--- config.mk ---
export PLATFORM = sky130hd
export DESIGN_NAME = sensor_grid_centroid_marker_core
export DESIGN_NICKNAME = d
export VERILOG_FILES = /design/src/sv/sgcm_pkg.sv /design/src/sv/sensor_grid_centroid_marker_core.sv /design/src/sv/sgcm_front.sv /design/src/sv/sgcm_queue.sv /design/src/sv/sgcm_back.sv
export SDC_FILE = /design/constraint.sdc
export NUM_CORES = 1
export LEC_CHECK = 0
export BUFFER_PORTS_ARGS = -buffer_cell sky130_fd_sc_hd__buf_2
export CORE_ASPECT_RATIO = 0.9
export CORE_MARGIN = 4
export CORE_UTILIZATION = 60
export DETAILED_ROUTE_END_ITERATION = 8
export PLACE_DENSITY = 0.8
export RECOVER_POWER = 25
export SYNTH_ARGS = -nofsm -noshare
export SYNTH_HDL_FRONTEND = slang
export SYNTH_HIERARCHICAL = 1
export SYNTH_SLANG_ARGS = --single-unit
--- constraint.sdc ---
create_clock -name clock -period 7.6 [get_ports clock]
set_input_delay 0.38 -clock clock [delete_from_list [all_inputs] [get_ports clock]]
set_output_delay 0.38 -clock clock [all_outputs]
set_load 0.01 [all_outputs]
--- src/sv/sgcm_pkg.sv ---
`timescale 1ns / 1ps
// Shared types and constants for the sensor grid centroid marker.
// Depends on nothing; every other file of the block uses it.

package sgcm_pkg;

   // Intensity of a lit color channel.
   localparam logic [7:0] COLOR_FULL = 8'hff;
   // Distance past the last grid line at which an absent puck is placed.
   localparam int OFF_GRID_STEP = 2;

   typedef struct packed {
      logic [7:0] column_mask;
      logic [7:0] row_mask;
   } req_type;

   typedef struct packed {
      logic [2:0] pixel_column;
      logic [2:0] pixel_row;
      logic [7:0] red;
      logic [7:0] green;
      logic [7:0] blue;
      logic [3:0] puck_column;
      logic [3:0] puck_row;
      logic       last_pixel;
   } rsp_type;

   // Puck position handed from the centroid front end to the pixel emitter.
   typedef struct packed {
      logic [3:0] puck_column;
      logic [3:0] puck_row;
   } pos_type;

   // Handshake between the front end and the position queue.
   typedef struct packed {
      logic    push;
      pos_type data;
   } push_type;

endpackage

--- src/sv/sensor_grid_centroid_marker_core.sv ---
`timescale 1ns / 1ps
// Top level of the sensor grid centroid marker.
// Depends on sgcm_pkg, sgcm_front, sgcm_queue and sgcm_back.

// A request carries one column mask and one row mask of hall sensors and is
// taken on a clock edge where start is high and busy is low. For every
// request the block sends COLUMNS*ROWS pixels, column-major with rows inner,
// one per cycle, each on rsp_data for exactly one cycle with rsp_strobe high;
// the receiver cannot stall them, so it must take every strobed pixel. Each
// pixel carries the puck centroid (the truncated mean of the set in-grid bit
// indices per axis, or COLUMNS+2 / ROWS+2 when either mask has no in-grid
// bit), red at the centroid, cyan in the one-step halo around it, and
// last_pixel on the final pixel of the run. The front end takes each request
// through accept, three divider steps and a hand-off that waits while the
// queue is full, and a two-entry position queue decouples it from the pixel
// emitter, so busy drops again long before the pixels of earlier requests are
// out. Sustained throughput is set by the emitter, which puts out one pixel a
// cycle with no gap between runs while a further position is queued.

module sensor_grid_centroid_marker_core #(
   parameter int COLUMNS = 8,
   parameter int ROWS    = 8
) (
   input  logic              clock,
   input  logic              reset,
   input  logic              start,
   output logic              busy,
   input  sgcm_pkg::req_type req_data,
   output logic              rsp_strobe,
   output sgcm_pkg::rsp_type rsp_data
);

   sgcm_pkg::push_type q_push;
   sgcm_pkg::pos_type  q_head;
   logic               q_full;
   logic               q_empty;
   logic               q_pop;

   // Accept the request, then divide sums by counts to get the centroid.
   sgcm_front #(
      .COLUMNS (COLUMNS),
      .ROWS    (ROWS)
   ) u_front (
      .clock    (clock),
      .reset    (reset),
      .start    (start),
      .busy     (busy),
      .req_data (req_data),
      .q_full   (q_full),
      .q_push   (q_push)
   );

   // Hold finished positions until the emitter is ready for them.
   sgcm_queue u_queue (
      .clock  (clock),
      .reset  (reset),
      .q_push (q_push),
      .full   (q_full),
      .empty  (q_empty),
      .pop    (q_pop),
      .head   (q_head)
   );

   // Walk the grid and color each pixel against the position.
   sgcm_back #(
      .COLUMNS (COLUMNS),
      .ROWS    (ROWS)
   ) u_back (
      .clock      (clock),
      .reset      (reset),
      .empty      (q_empty),
      .pop        (q_pop),
      .head       (q_head),
      .rsp_strobe (rsp_strobe),
      .rsp_data   (rsp_data)
   );

endmodule

--- src/sv/sgcm_front.sv ---
`timescale 1ns / 1ps
// Front end: takes a request, sums and counts the set mask bits, and runs
// a restoring divider per axis. Depends on sgcm_pkg.

module sgcm_front #(
   parameter int COLUMNS = 8,
   parameter int ROWS    = 8
) (
   input  logic              clock,
   input  logic              reset,
   input  logic              start,
   output logic              busy,
   input  sgcm_pkg::req_type req_data,
   input  logic              q_full,
   output sgcm_pkg::push_type q_push
);

   localparam logic [1:0] ST_IDLE   = 2'd0;
   localparam logic [1:0] ST_DIVIDE = 2'd1;
   localparam logic [1:0] ST_PUSH   = 2'd2;

   localparam logic [3:0] OFF_COLUMN = 4'(COLUMNS + sgcm_pkg::OFF_GRID_STEP);
   localparam logic [3:0] OFF_ROW    = 4'(ROWS + sgcm_pkg::OFF_GRID_STEP);

   logic [1:0] state_ff, state_in;
   logic [1:0] step_ff, step_in;
   logic [4:0] col_rem_ff, col_rem_in, row_rem_ff, row_rem_in;
   logic [3:0] col_cnt_ff, col_cnt_in, row_cnt_ff, row_cnt_in;
   logic [2:0] col_quo_ff, col_quo_in, row_quo_ff, row_quo_in;

   logic [4:0] col_sum, row_sum;
   logic [3:0] col_num, row_num;
   logic [5:0] col_step, row_step;
   logic       accept;

   // One restoring step: returns {new remainder, quotient bit}.
   function automatic logic [5:0] div_step(input logic [4:0] rem,
                                            input logic [3:0] den,
                                            input logic [1:0] k);
      logic [6:0] trial;
      logic [6:0] wide_rem;
      trial    = 7'(den) << k;
      wide_rem = 7'(rem);
      if (wide_rem >= trial) begin
         return {5'(wide_rem - trial), 1'b1};
      end
      return {rem, 1'b0};
   endfunction

   // Sum and count the in-grid bits of both masks.
   always_comb begin
      col_sum = '0;
      row_sum = '0;
      col_num = '0;
      row_num = '0;
      for (int i = 0; i < 8; i++) begin
         if (i < COLUMNS && req_data.column_mask[i]) begin
            col_sum = col_sum + 5'(i);
            col_num = col_num + 4'd1;
         end
         if (i < ROWS && req_data.row_mask[i]) begin
            row_sum = row_sum + 5'(i);
            row_num = row_num + 4'd1;
         end
      end
   end

   assign busy   = (state_ff != ST_IDLE);
   assign accept = start && !busy;

   assign col_step = div_step(col_rem_ff, col_cnt_ff, step_ff);
   assign row_step = div_step(row_rem_ff, row_cnt_ff, step_ff);

   always_comb begin
      state_in   = state_ff;
      step_in    = step_ff;
      col_rem_in = col_rem_ff;
      row_rem_in = row_rem_ff;
      col_cnt_in = col_cnt_ff;
      row_cnt_in = row_cnt_ff;
      col_quo_in = col_quo_ff;
      row_quo_in = row_quo_ff;
      unique case (state_ff)
         ST_IDLE: begin
            if (accept) begin
               col_rem_in = col_sum;
               row_rem_in = row_sum;
               col_cnt_in = col_num;
               row_cnt_in = row_num;
               col_quo_in = '0;
               row_quo_in = '0;
               step_in    = 2'd2;
               state_in   = ST_DIVIDE;
            end
         end
         ST_DIVIDE: begin
            col_rem_in = col_step[5:1];
            row_rem_in = row_step[5:1];
            col_quo_in = {col_quo_ff[1:0], col_step[0]};
            row_quo_in = {row_quo_ff[1:0], row_step[0]};
            step_in    = step_ff - 2'd1;
            if (step_ff == 2'd0) begin
               state_in = ST_PUSH;
            end
         end
         ST_PUSH: begin
            if (!q_full) begin
               state_in = ST_IDLE;
            end
         end
         default: begin
            state_in = ST_IDLE;
         end
      endcase
   end

   always_ff @(posedge clock) begin
      if (reset) begin
         state_ff <= ST_IDLE;
      end else begin
         state_ff <= state_in;
      end
      step_ff    <= step_in;
      col_rem_ff <= col_rem_in;
      row_rem_ff <= row_rem_in;
      col_cnt_ff <= col_cnt_in;
      row_cnt_ff <= row_cnt_in;
      col_quo_ff <= col_quo_in;
      row_quo_ff <= row_quo_in;
   end

   // Drop the quotient and place the puck off grid when either mask has no in-grid bit.
   always_comb begin
      q_push.push = (state_ff == ST_PUSH) && !q_full;
      if (col_cnt_ff == 4'd0 || row_cnt_ff == 4'd0) begin
         q_push.data.puck_column = OFF_COLUMN;
         q_push.data.puck_row    = OFF_ROW;
      end else begin
         q_push.data.puck_column = {1'b0, col_quo_ff};
         q_push.data.puck_row    = {1'b0, row_quo_ff};
      end
   end

endmodule

--- src/sv/sgcm_queue.sv ---
`timescale 1ns / 1ps
// Two-entry queue of puck positions between the front end and the emitter.
// Depends on sgcm_pkg.

module sgcm_queue (
   input  logic               clock,
   input  logic               reset,
   input  sgcm_pkg::push_type q_push,
   output logic               full,
   output logic               empty,
   input  logic               pop,
   output sgcm_pkg::pos_type  head
);

   sgcm_pkg::pos_type entry_ff [2];
   logic       wr_ptr_ff, wr_ptr_in;
   logic       rd_ptr_ff, rd_ptr_in;
   logic [1:0] count_ff, count_in;
   logic       do_pop;

   assign full   = (count_ff == 2'd2);
   assign empty  = (count_ff == 2'd0);
   assign do_pop = pop && !empty;
   assign head   = entry_ff[rd_ptr_ff];

   always_comb begin
      wr_ptr_in = wr_ptr_ff ^ q_push.push;
      rd_ptr_in = rd_ptr_ff ^ do_pop;
      count_in  = count_ff;
      if (q_push.push && !do_pop) begin
         count_in = count_ff + 2'd1;
      end else if (!q_push.push && do_pop) begin
         count_in = count_ff - 2'd1;
      end
   end

   always_ff @(posedge clock) begin
      if (reset) begin
         wr_ptr_ff <= 1'b0;
         rd_ptr_ff <= 1'b0;
         count_ff  <= 2'd0;
      end else begin
         wr_ptr_ff <= wr_ptr_in;
         rd_ptr_ff <= rd_ptr_in;
         count_ff  <= count_in;
      end
      if (q_push.push) begin
         entry_ff[wr_ptr_ff] <= q_push.data;
      end
   end

`ifndef SYNTHESIS
   a_no_push_when_full: assert property (@(posedge clock) disable iff (reset)
      q_push.push |-> !full) else $error("push into a full position queue");
   a_count_bound: assert property (@(posedge clock) disable iff (reset)
      count_ff != 2'd3) else $error("position queue count out of range");
   a_pop_moves_count: assert property (@(posedge clock) disable iff (reset)
      (do_pop && !q_push.push) |=> (count_ff == $past(count_ff) - 2'd1))
      else $error("pop did not retire an entry");
`endif

endmodule

--- src/sv/sgcm_back.sv ---
`timescale 1ns / 1ps
// Back end: walks the grid column-major, one pixel per cycle, and colors it
// against the queued puck position. Depends on sgcm_pkg.

module sgcm_back #(
   parameter int COLUMNS = 8,
   parameter int ROWS    = 8
) (
   input  logic              clock,
   input  logic              reset,
   input  logic              empty,
   output logic              pop,
   input  sgcm_pkg::pos_type head,
   output logic              rsp_strobe,
   output sgcm_pkg::rsp_type rsp_data
);

   localparam logic [2:0] COL_LAST = 3'(COLUMNS - 1);
   localparam logic [2:0] ROW_LAST = 3'(ROWS - 1);

   logic              active_ff, active_in;
   logic [2:0]        col_ff, col_in;
   logic [2:0]        row_ff, row_in;
   sgcm_pkg::pos_type pos_ff, pos_in;
   logic              strobe_ff, strobe_in;
   sgcm_pkg::rsp_type rsp_ff, rsp_in;
   logic              last;
   logic              col_near, row_near, center;

   function automatic logic near(input logic [2:0] a, input logic [3:0] p);
      logic [4:0] a5;
      logic [4:0] p5;
      a5 = 5'(a);
      p5 = 5'(p);
      return (a5 == p5) || (a5 + 5'd1 == p5) || (p5 + 5'd1 == a5);
   endfunction

   assign last = (col_ff == COL_LAST) && (row_ff == ROW_LAST);
   // Load the next position on the final pixel if one is queued, so runs follow without a gap.
   assign pop  = (!active_ff || last) && !empty;

   assign center   = (5'(col_ff) == 5'(pos_ff.puck_column))
                  && (5'(row_ff) == 5'(pos_ff.puck_row));
   assign col_near = near(col_ff, pos_ff.puck_column);
   assign row_near = near(row_ff, pos_ff.puck_row);

   always_comb begin
      active_in = active_ff;
      col_in    = col_ff;
      row_in    = row_ff;
      pos_in    = pos_ff;
      if (pop) begin
         active_in = 1'b1;
         col_in    = '0;
         row_in    = '0;
         pos_in    = head;
      end else if (active_ff) begin
         if (last) begin
            active_in = 1'b0;
         end else if (row_ff == ROW_LAST) begin
            row_in = '0;
            col_in = col_ff + 3'd1;
         end else begin
            row_in = row_ff + 3'd1;
         end
      end
   end

   always_comb begin
      strobe_in           = active_ff;
      rsp_in.pixel_column = col_ff;
      rsp_in.pixel_row    = row_ff;
      rsp_in.red          = center ? sgcm_pkg::COLOR_FULL : 8'd0;
      rsp_in.green        = (!center && col_near && row_near) ? sgcm_pkg::COLOR_FULL : 8'd0;
      rsp_in.blue         = rsp_in.green;
      rsp_in.puck_column  = pos_ff.puck_column;
      rsp_in.puck_row     = pos_ff.puck_row;
      rsp_in.last_pixel   = last;
   end

   always_ff @(posedge clock) begin
      if (reset) begin
         active_ff <= 1'b0;
         strobe_ff <= 1'b0;
      end else begin
         active_ff <= active_in;
         strobe_ff <= strobe_in;
      end
      col_ff <= col_in;
      row_ff <= row_in;
      pos_ff <= pos_in;
      rsp_ff <= rsp_in;
   end

   assign rsp_strobe = strobe_ff;
   assign rsp_data   = rsp_ff;

`ifndef SYNTHESIS
   a_run_contiguous: assert property (@(posedge clock) disable iff (reset)
      (rsp_strobe && !rsp_data.last_pixel) |=> rsp_strobe)
      else $error("pixel run broken before its last pixel");
   a_red_excludes_halo: assert property (@(posedge clock) disable iff (reset)
      rsp_strobe |-> (rsp_data.red == 8'd0 || rsp_data.green == 8'd0))
      else $error("pixel both center and halo");
   a_run_starts_at_origin: assert property (@(posedge clock) disable iff (reset)
      (rsp_strobe && !$past(rsp_strobe && !rsp_data.last_pixel))
      |-> (rsp_data.pixel_column == 3'd0 && rsp_data.pixel_row == 3'd0))
      else $error("pixel run did not start at the origin");
`endif

endmodule
==> results of run 1 <==
-- worst max path at each step --
stage / start / endpoint / slack, ns / cells past startpoint
2_1_floorplan: req_data[9] / u_front/col_cnt_ff[1] / 4.05 / 14
3_5_place_dp: req_data[1] / u_front/row_cnt_ff[1] / 3.46 / 16
3_3_place_gp: req_data[1] / u_front/row_cnt_ff[1] / 3.67 / 16
5_1_grt: req_data[1] / u_front/row_cnt_ff[1] / 3.61 / 16
6_report: req_data[1] / u_front/row_cnt_ff[1] / 3.78 / 16
4_1_cts: req_data[1] / u_front/row_cnt_ff[1] / 3.83 / 16
-- registers in the layout (all words and copies together) (netlist names) --
name / cells
u_back/pos_ff: 8
u_front/col_cnt_ff: 4
u_back/row_ff: 3
u_back/rsp_strobe: 1
u_front/col_quo_ff: 3
u_queue/rd_ptr_ff: 1
u_front/row_rem_ff: 5
u_front/col_rem_ff: 5
u_front/row_quo_ff: 3
u_front/step_ff: 2
u_back/col_ff: 3
u_queue/wr_ptr_ff: 1
u_front/row_cnt_ff: 4
u_queue/count_ff: 2
u_queue/entry_ff: 16
u_back/active_ff: 1
u_back/rsp_data: 17
u_front/state_ff: 2
-- metal layers --
metal	GRT usage	part of all wire	up-vias
met3	0.0426	0.055	12
met2	0.349	0.51	129
li1	-	-	2067
met5	0	0	-
met1	0.213	0.42	1912
met4	0.0514	0.013	0
-- cell usage after synthesis, types with 3 or more instances --
master,count
a21oi_1,19
o22ai_1,10
clkbuf_1,6
a31oi_1,8
and2_1,16
or3_1,3
nor4_1,4
nand4_1,3
nand2b_1,11
o21a_1,3
buf_4,27
mux2i_1,7
and3_1,7
o221ai_1,3
and3b_1,3
buf_6,3
nor2b_1,11
mux2_4,3
o211ai_1,3
mux2_2,13
a22o_1,3
xnor2_1,40
or2_2,3
dfxtp_1,31
nor2_1,36
nor3b_1,4
buf_2,7
o31ai_1,4
a21boi_0,3
xor2_1,34
nand3_1,11
nor3_1,5
a211oi_1,6
edfxtp_1,50
a21o_1,4
nand2_1,43
inv_1,36
o21ai_0,13
ha_1,48
-- kinds of logic (layout without fill, tap and decap cells) --
family,Yosys count,count (layout)
AND/OR/NAND/NOR,169,169
multiplexers,24,24
flip-flops,81,81
buffers and inverters,81,114
adder cells (fa/ha/maj),50,50
AO/OA/AOI/OAI,97,97
XOR/XNOR,77,77
-- area by class of cell --
class,count,area (um2),share of cell area
multi-input cells,417,3190,0.522
flip-flops and latches,81,2120,0.348
repair buffers,60,279,0.0457
inverters,38,143,0.0234
well taps,122,153,0.0250
clock inverters,5,46.3,0.00758
clock buffers,11,174,0.0285
-- through the flow --
stage                     power (mW)  hold WS, ns   util  instance area [um2]
after global routing            1.50        0.281  0.663                 6110
after floorplan                0.980        0.395      -                 5750
after global placement          1.05        0.416  0.642                 5910
after CTS                       1.42        0.277  0.666                 6130
final                           1.41        0.300  0.663                 6110
after detailed placement        1.08        0.424  0.642                 5910
-- critical path, cell delays in order --
cell and delay, ns:
buf_2 0.14, inv_1 0.08, ha_1 0.57, xor2_4 0.30, xor2_1 0.25, ha_1 0.30
nor2b_1 0.12, a311oi_1 0.07, or4_1 0.48, nand3_1 0.13, ha_1 0.24, mux2i_1 0.28
inv_1 0.08, ha_1 0.29, nand2_1 0.07, o21ai_0 0.10
-- power by group through the flow --
stage,clock network (mW),registers [mW],logic [mW]
floorplan,0,0.580,0.400
global placement,0,0.586,0.464
detailed placement,0,0.590,0.486
CTS,0.344,0.580,0.493
global route,0.365,0.588,0.550
finish,0.336,0.580,0.491
==> qor.yml, run 1 <==
global_route:
  grt_max_degree: 20
  grt_pass1_wl_um: 17500
  first_global_vias: 4023
  gr-total-overflow: 0
  antenna_found_initial: 0
  track_usage: 0.186
synthesis:
  synth_top_family_by_area: "simple AND/OR/NAND/NOR gates"
  synth_flop_cell: "edfxtp_1"
  yosysWarnings: 6
  synth_area_leaders: "edfxtp_1, dfxtp_1, ha_1"
  synth_top_cell_area_share: 0.261
  synth-compound-area-share: 0.119
  synth_seq_cells: 81
  yosysTopAreaCell: "edfxtp_1"
  synth.distinct_cells: 68
  synthAdderAreaFrac: 0.111
  ys_async_sr_fraction: 0
  synth-xor-area-share: 0.125
  yosys.area_share.simple: 0.152
  muxShareOfSynthArea: 0.0479
  netlist_instances: 579
  syn_nets: 648
  synth-seq-area-share: 0.369
  syn_area_per_cell_um2: 9.93
  synth-edff-count: 50
  netlist_area_um2: 5750
floorplanning:
  die_x_um: 111
  core_um2: 9210
  die_y_um: 101
  ios: 60
  num_rows: 33
  die-area_um2: 11200
  start_util: 0.624
layout:
  final_cells: 734
  final.fill_count: 709
  drive_gt1_frac: 0.147
  fin_nets: 676
  insertedDiodeCount: 0
  layout_commonest_cell: "edfxtp_1"
  mostFrequentLayoutCells: "edfxtp_1, ha_1, buf_2, nand2_1, xnor2_1"
  syn_to_final_growth_pct: 6.23
timing:
  tightest_slew_ns: 0.787
  finalSetupViolCount: 0
  rsz0062_at_grt: "false"
  max_slew_margin: 0.475
  fmaxAchievable_mhz: 262
  clock_skew_ns: 0.0121
  fin_tns_setup_ns: 0
  finalHoldViolCount: 0
  period_needed_ns: 3.82
  setup_ws_ns: 3.78
  maxSlewViolCount: 0
  post-route-period-util: 0.502
clocking:
  cts_sinks: 81
  cts_tree: "done"
  clock_latency_ns: 0.35
  cts_max_level: 3
  holdBufCountCts: 0
  post_cts_buffers: 0
  cts-root-buf: "clkbuf_8"
  numCtsBuffers: 9
  path_clk_slew_ns: 0.09
  cts_buffer_depth: 2
  cts_resized: 0
power_and_ir_drop:
  p_int_uw: 925
  powerDensity_nw_per_um2: 231
  ir_worst_vdd_uv: 108
  p_sw_uw: 483
  swShare: 0.343
  combPwrFrac: 0.349
  seq_power_share: 0.412
  power_frac_clock: 0.239
  power_leakage_nw: 2.57
worst_setup_path:
  rr_worst_depth: 9
  r2r-start: "u_front/step_ff[0]"
  cp-end-kind: "flip-flop"
  worst_ep_arrival_time_ns: 3.90
  r2r_slack_ns: 4.25
  start_kind: "input pin"
  path_class: "in -> reg"
  worst-path-max-fanout: 9
  crit_required_ns: 7.68
  timing.rr.end: "u_front/col_rem_ff[1]"
routing:
  drt.antenna.violating_nets: 0
  drtPass1Iterations: 5
  first_iter_violations: 250
  drc_errors: 0
  routed_wl_um: 10300
  routed_via_density: 5.61
  vias: 4120
  wl_per_cell_um: 14.0
min_path:
  min_path_type: "in -> reg"
  whs_path_depth: 2
  whs_endpoint: "u_back/rsp_strobe"
  min-delay-start: "reset"
placement:
  dp_cells: 718
  dpl_worst_slack_ns: 3.46
  dp_hpwl_um: 7890
  place.gp.congestion: 0.863
  io_buffers: 59
outcome:
  status: "finished clean"
run:
  maxCapViolations: 0
No activity file was read; power rests on OpenSTA's default activity.
==> run 2: changes to the inputs <==
Settings changed: ABC_AREA set to 1, CORE_UTILIZATION 60 to 55, PLACE_DENSITY 0.8 to 0.77.
Clock period 7.6 ns to 3.1 ns, I/O delays scaled along.
==> qor.yml, run 2 <==
worst_setup_path:
  path_cells: "buf_2, inv_1, ha_4, nand2_2, inv_1, nor2_1, ha_1, or2_1, nand2_1, nand2_1, nand2_1, nand2_1, nand3_1, nand2_2, ha_1, or2_2, nand2_1, inv_1, ha_1, nand2_1, o21ai_0"
  crit_top_cell: "nand2_1"
  rr_worst_depth: 12  # +3
  crit_slowest_cell: "ha_1"
  worst_ep_arrival_time_ns: 2.91  # -0.99 ns
  path_class: "in -> reg"
  cp-end-kind: "flip-flop"
  crit_required_ns: 3.18  # -4.50 ns
  cp_slowest_stage_delay_ns: 0.28  # -0.29 ns
  r2r-start: "u_front/step_ff[0]"
  worst-path-max-fanout: 4  # -5
  start_kind: "input pin"
  r2r_slack_ns: 0.29  # -3.96 ns
  timing.rr.end: "u_front/row_rem_ff[1]"
routing:
  first_iter_violations: 303  # +21%
  routed_via_density: 5.31  # -5.4%
  drt.antenna.violating_nets: 0  # unchanged
  drtPass1Iterations: 6  # +1
  vias: 5172  # +26%
  wl_per_cell_um: 11.9  # -15%
  drc_errors: 0  # unchanged
  routed_wl_um: 11600  # +13%
global_route:
  use_met1: 0.220  # +0.00645
  antenna_found_initial: 0  # unchanged
  track_usage: 0.194  # +0.00792
  grt_max_degree: 17  # -15%
  first_global_vias: 4845  # +20%
  use_met2: 0.360  # +0.0112
  gr-total-overflow: 0  # unchanged
  grt_busiest_layer: "met2"
  grt_pass1_wl_um: 20100  # +14%
  gr-usage-met3: 0.0233  # -0.0193
placement:
  io_buffers: 59  # unchanged
  dp_cells: 958  # +33%
  place.gp.congestion: 0.867  # +0.56%
  dp_hpwl_um: 9120  # +16%
  dpl_worst_slack_ns: -0.143  # -3.60 ns
  place_area_um2: 6220  # +5.2%
clocking:
  cts-root-buf: "clkbuf_16"
  cts_sinks: 81  # unchanged
  cts_buffer_depth: 2  # unchanged
  cts_tree: "done"
  post_cts_buffers: 0  # unchanged
  path_clk_slew_ns: 0.06  # -0.03 ns
  cts_max_level: 3  # unchanged
  numCtsBuffers: 9  # unchanged
  clock_latency_ns: 0.33  # -0.02 ns
  cts_resized: 0  # unchanged
  holdBufCountCts: 0  # unchanged
synthesis:
  synth_area_leaders: "edfxtp_1, nand2_1, dfxtp_1"
  synth_seq_cells: 81  # unchanged
  yosysWarnings: 6  # unchanged
  synth-edff-count: 50  # unchanged
  synth-seq-area-share: 0.359  # -0.00978
  ys_async_sr_fraction: 0  # unchanged
  synth_commonest_cells: "nand2_1, inv_1, nand3_1, nor2_1, edfxtp_1"
  synth_top_cell_area_share: 0.254  # -0.00692
  yosys.area_share.simple: 0.306  # +0.154
  synth_flop_cell: "edfxtp_1"
  synth-compound-area-share: 0.0670  # -0.0523
  netlist_instances: 791  # +37%
  synthAdderAreaFrac: 0.108  # -0.00295
  yosysTopAreaCell: "edfxtp_1"
  netlist_area_um2: 5900  # +2.7%
  syn_area_per_cell_um2: 7.46  # -25%
  synth-xor-area-share: 0.0411  # -0.0834
  synth_most_common_cell: "nand2_1"
  syn_nets: 860  # +33%
  synth.distinct_cells: 44  # -35%
  muxShareOfSynthArea: 0.00170  # -0.0462
  synth_top_family_by_area: "simple AND/OR/NAND/NOR gates"
timing:
  finalHoldViolCount: 0  # unchanged
  rsz0062_at_grt: "false"
  hold_ws_ns: 0.0880  # -0.212 ns
  fmaxAchievable_mhz: 352
  clock_skew_ns: 0.00944  # -0.00269 ns
  post-route-period-util: 0.915
  period_needed_ns: 2.84
  tightest_slew_ns: 0.493  # -0.294 ns
  finalSetupViolCount: 0  # unchanged
  max_slew_margin: 0.671  # +0.196
  setup_ws_ns: 0.262  # -3.52 ns
  maxSlewViolCount: 0  # unchanged
floorplanning:
  ios: 60  # unchanged
  num_rows: 35  # +6.1%
  die-area_um2: 12500  # +11%
  core_um2: 10400  # +13%
  die_x_um: 117  # +5.4%
  start_util: 0.569  # -0.0554
  die_y_um: 106  # +5.4%
layout:
  fin_area_um2: 6520  # +6.7%
  fin_nets: 909  # +34%
  syn_to_final_growth_pct: 10.4
  largest_reg_flops: 17  # unchanged
  layout_commonest_cell: "nand2_1"
  drive_gt1_frac: 0.137  # -0.00978
  mostFrequentLayoutCells: "nand2_1, inv_1, nand3_1, nor2_1, edfxtp_1"
  insertedDiodeCount: 0  # unchanged
  final_cells: 974  # +33%
power_and_ir_drop:
  power_mw: 3.71  # +160%
  powerDensity_nw_per_um2: 569  # +150%
  power_leakage_nw: 3.25  # +26%
  ir_worst_vdd_uv: 277  # +160%
min_path:
  min_path_type: "in -> reg"
  whs_endpoint: "u_front/state_ff[0]"
  whs_path_depth: 2  # unchanged
  min-delay-start: "reset"
run:
  maxCapViolations: 0  # unchanged
outcome:
  status: "finished clean"
run 2: worst max-delay path by stage:
stage	depth (start not counted)	startpoint	slack, ns	end
after floorplan	20	req_data[8]	0.12	u_front/col_cnt_ff[1]
after global placement	21	req_data[8]	-0.02	u_front/col_cnt_ff[1]
after detailed placement	21	req_data[8]	-0.14	u_front/col_cnt_ff[1]
after CTS	21	req_data[8]	0.21	u_front/col_cnt_ff[1]
after global routing	21	req_data[1]	0.02	u_front/row_cnt_ff[1]
final	21	req_data[8]	0.26	u_front/col_cnt_ff[1]
run 2: layout make-up:
class	count	area, um2
fill	916	3860
multi-input combinational	560	3120
sequential	81	2120
inverter	114	433
timing repair buffer	74	380
clock buffer	10	229
tap	129	161
clock inverter	6	66.3
run 2: report_power, final:
group | switching [mW] | leakage (nW) | total (mW) | internal, mW
Clock | 0.416 | 0.137 | 1.04 | 0.625
Combinational | 0.755 | 2.38 | 1.23 | 0.478
Sequential | 0.117 | 0.731 | 1.44 | 1.32
Total | 1.29 | 3.25 | 3.71 | 2.42
run 2: per-layer routing:
layer,vias up,wire [um]
li1,2633,-
met1,2354,4940
met2,168,5900
met3,17,590
met4,0,193
met5,-,0
run 2: logic make-up (layout without fill, tap and decap cells):
logic type                 Yosys count  count (layout)
AOI/OAI and AO/OA                   71              71
DFF                                 81              81
buffers and inverters              150             204
and+or+nand+nor                    412             412
adders and majority gates           50              50
muxes                                1               1
xor gates and xnor gates            26              26
run 2: worst max-delay path: cells and delay by family:
| family | cells | cell delay [ns] |
|---|---|---|
| and+or+nand+nor | 12 | 1.32 |
| buffers and inverters | 4 | 0.31 |
| AOI/OAI and AO/OA | 1 | 0.07 |
| adders and majority gates | 4 | 1.06 |
run 2: metrics by stage:
stage	utilization	setup TNS [ns]
floorplan	-	0
global placement	0.599	-0.0350
detailed placement	0.599	-0.383
CTS	0.627	0
global route	0.628	0
finish	0.628	0
==> run 3: changes to the inputs <==
==> constraint.sdc (replaced) <==
create_clock -name clock -period 3.1 [get_ports clock]
set_input_delay 0.62 -clock clock [delete_from_list [all_inputs] [get_ports clock]]
set_output_delay 0.62 -clock clock [all_outputs]
set_load 0.01 [all_outputs]
==> qor.yml, run 3 (synthesized netlist as in run 2, its figures left out) <==
power_and_ir_drop:
  p_int_mw: 2.52  # +4.0%
  power_frac_clock: 0.284  # +0.003
  swShare: 0.347  # about the same
  p_sw_mw: 1.34  # +4.0%
  power_leakage_nw: 3.45  # +6.2%
  seq_power_share: 0.372  # -0.015
  combPwrFrac: 0.343  # +0.011
  powerDensity_nw_per_um2: 558  # -1.9%
  ir_worst_vdd_uv: 324  # +17%
placement:
  dp_hpwl_um: 9510  # +4.2%
  dp_cells: 978  # +2.1%
  dpl_worst_slack_ns: -0.364  # -0.222 ns
  place.gp.congestion: 0.862  # -0.67%
  io_buffers: 59  # unchanged
floorplanning:
  start_util: 0.569  # unchanged
  die-area_um2: 12500  # unchanged
  num_rows: 35  # unchanged
  core_um2: 10400  # unchanged
  die_x_um: 117  # unchanged
  ios: 60  # unchanged
  die_y_um: 106  # unchanged
timing:
  hold_ws_ns: 0.424  # +0.336 ns
  period_needed_ns: 2.97  # +0.129 ns
  finalHoldViolCount: 0  # unchanged
  setup_ws_ns: 0.133  # -0.129 ns
  fmaxAchievable_mhz: 337  # -4.4%
  maxSlewViolCount: 0  # unchanged
  post-route-period-util: 0.957  # +0.0416
  finalSetupViolCount: 0  # unchanged
  max_slew_margin: 0.642  # -0.0293
  clock_skew_ns: 0.0125  # +0.00305 ns
  tightest_slew_ns: 0.537  # +0.0439 ns
layout:
  insertedDiodeCount: 0  # unchanged
  largest_reg_flops: 17  # unchanged
  syn_to_final_growth_pct: 17.1
  fin_nets: 930  # +2.3%
  layout_commonest_cell: "nand2_1"
  final.fill_count: 881  # -3.8%
  mostFrequentLayoutCells: "nand2_1, inv_1, nand3_1, nor2_1, edfxtp_1"
  final_cells: 995  # +2.2%
  drive_gt1_frac: 0.206  # +0.0683
worst_setup_path:
  cp_slowest_stage_delay_ns: 0.29  # about the same
  timing.rr.end: "u_front/col_rem_ff[3]"
  path_delay_family: "simple AND/OR/NAND/NOR gates"
  path_class: "in -> reg"
  crit_slowest_cell: "ha_1"
  crit_required_ns: 3.18  # about the same
  cp-end-kind: "flip-flop"
  crit_top_cell: "nand2_1"
  worst-path-max-fanout: 4  # unchanged
  start_kind: "input pin"
  worst-path-buf-inv: 4  # unchanged
  worst_ep_arrival_time_ns: 3.05  # +0.14 ns
  rr_worst_depth: 12  # unchanged
  path_cells: "buf_2, inv_2, ha_4, inv_1, nand2_4, nand2_4, nand2_1, nand3_2, nand2_2, ha_1, nand2_1, nand2_1, nand2_1, nand3_2, nand2_2, ha_4, or2_4, nand2_4, inv_2, ha_4, nand2_1, o21ai_1"
  r2r-start: "u_front/step_ff[0]"
  r2r_slack_ns: 0.23  # -0.06 ns
routing:
  routed_wl_um: 12300  # +6.2%
  wl_per_cell_um: 12.4  # +3.9%
  drtPass1Iterations: 5  # -1
  drt.antenna.violating_nets: 0  # unchanged
  vias: 5156  # -0.31%
  first_iter_violations: 288  # -5.0%
  routed_via_density: 5.18  # -2.4%
  drc_errors: 0  # unchanged
clocking:
  cts_max_level: 3  # unchanged
  numCtsBuffers: 9  # unchanged
  cts-root-buf: "clkbuf_16"
  cts_buffer_depth: 2  # unchanged
  cts_tree: "done"
  cts_sinks: 81  # unchanged
  path_clk_slew_ns: 0.06  # about the same
  clock_latency_ns: 0.34  # about the same
min_path:
  min_path_type: "reg -> reg"
  whs_path_depth: 0  # -2
  whs_endpoint: "u_back/rsp_data[38]"
  min-delay-start: "u_back/col_ff[2]"
global_route:
  gr-total-overflow: 0  # unchanged
  antenna_found_initial: 0  # unchanged
  track_usage: 0.202  # +0.00797
  grt_max_degree: 17  # unchanged
  grt_pass1_wl_um: 20700  # +3.4%
  first_global_vias: 5014  # +3.5%
outcome:
  status: "finished clean"
run:
  maxCapViolations: 0  # unchanged
-- run 3: cell types whose count changed in the layout (fill, tap and decap cells not counted), sizes merged --
cell | before | now
clkinv | 2 | 0
clkbuf | 30 | 19
buf | 54 | 87
clkinvlp | 2 | 0
inv | 115 | 119
bufinv | 1 | 0
-- run 3: power by group through the flow --
stage | clock network [mW] | registers, mW | logic, mW
final | 1.10 | 1.44 | 1.32
after detailed placement | 0 | 1.46 | 1.27
after global placement | 0 | 1.45 | 1.22
after floorplan | 0 | 1.44 | 0.956
after CTS | 1.12 | 1.44 | 1.29
after global routing | 1.16 | 1.46 | 1.51
-- run 3: through the flow --
step	area, um2	total power, mW	TNS (ns)	utilization
after global routing	6910	4.13	-0.0361	0.666
after floorplan	6000	2.40	-0.0231	-
after global placement	6460	2.67	-1.46	0.623
after detailed placement	6460	2.73	-2.38	0.623
after CTS	6790	3.84	0	0.654
final	6910	3.86	0	0.666
-- run 3: worst max path at each step --
stage | start | to | slack (ns) | cells after the start
4_1_cts | req_data[1] | u_front/row_cnt_ff[1] | 0.01 | 20
3_5_place_dp | req_data[0] | u_front/row_cnt_ff[1] | -0.36 | 21
5_1_grt | req_data[1] | u_front/row_cnt_ff[1] | -0.04 | 21
2_1_floorplan | req_data[0] | u_front/row_cnt_ff[1] | -0.01 | 20
3_3_place_gp | req_data[0] | u_front/row_cnt_ff[1] | -0.29 | 21
6_report | req_data[8] | u_front/col_cnt_ff[1] | 0.13 | 22
-- run 3: area by class of cell --
class                   instances  area (um2)  area share
clock buffers                  11         275      0.0398
clock inverters                 5        43.8     0.00633
inverters                     114         463      0.0670
multi-input cells             560        3280       0.474
flip-flops and latches         81        2120       0.307
well taps                     129         161      0.0233
repair buffers                 95         572      0.0827
-- run 3: timing repair --
action / 4_1_cts / 5_1_grt
setup buffers: 0 / 1
setup endpoints to repair: 1 / 8
resized for setup: 2 / 32
hold buffers: 0 / 0
pin swaps: 0 / 18
-- run 3: per-layer routing --
layer / GRT usage / wire [um] / vias up
li1: - / - / 2670
met1: 0.220 / 5050 / 2351
met2: 0.375 / 6610 / 110
met3: 0.0415 / 446 / 25
met4: 0.0745 / 233 / 0
met5: 0 / 0 / -
-- run 3: worst reg2reg max path, cell delays in order (launching register included) --
cell	delay, ns
edfxtp_1	0.55
inv_1	0.26
nand2_1	0.12
nand2_1	0.07
o21ai_0	0.11
ha_1	0.38
nand2_1	0.10
nor2_1	0.05
a211oi_1	0.33
o22a_1	0.21
a21oi_1	0.08
inv_1	0.15
nand2_1	0.18
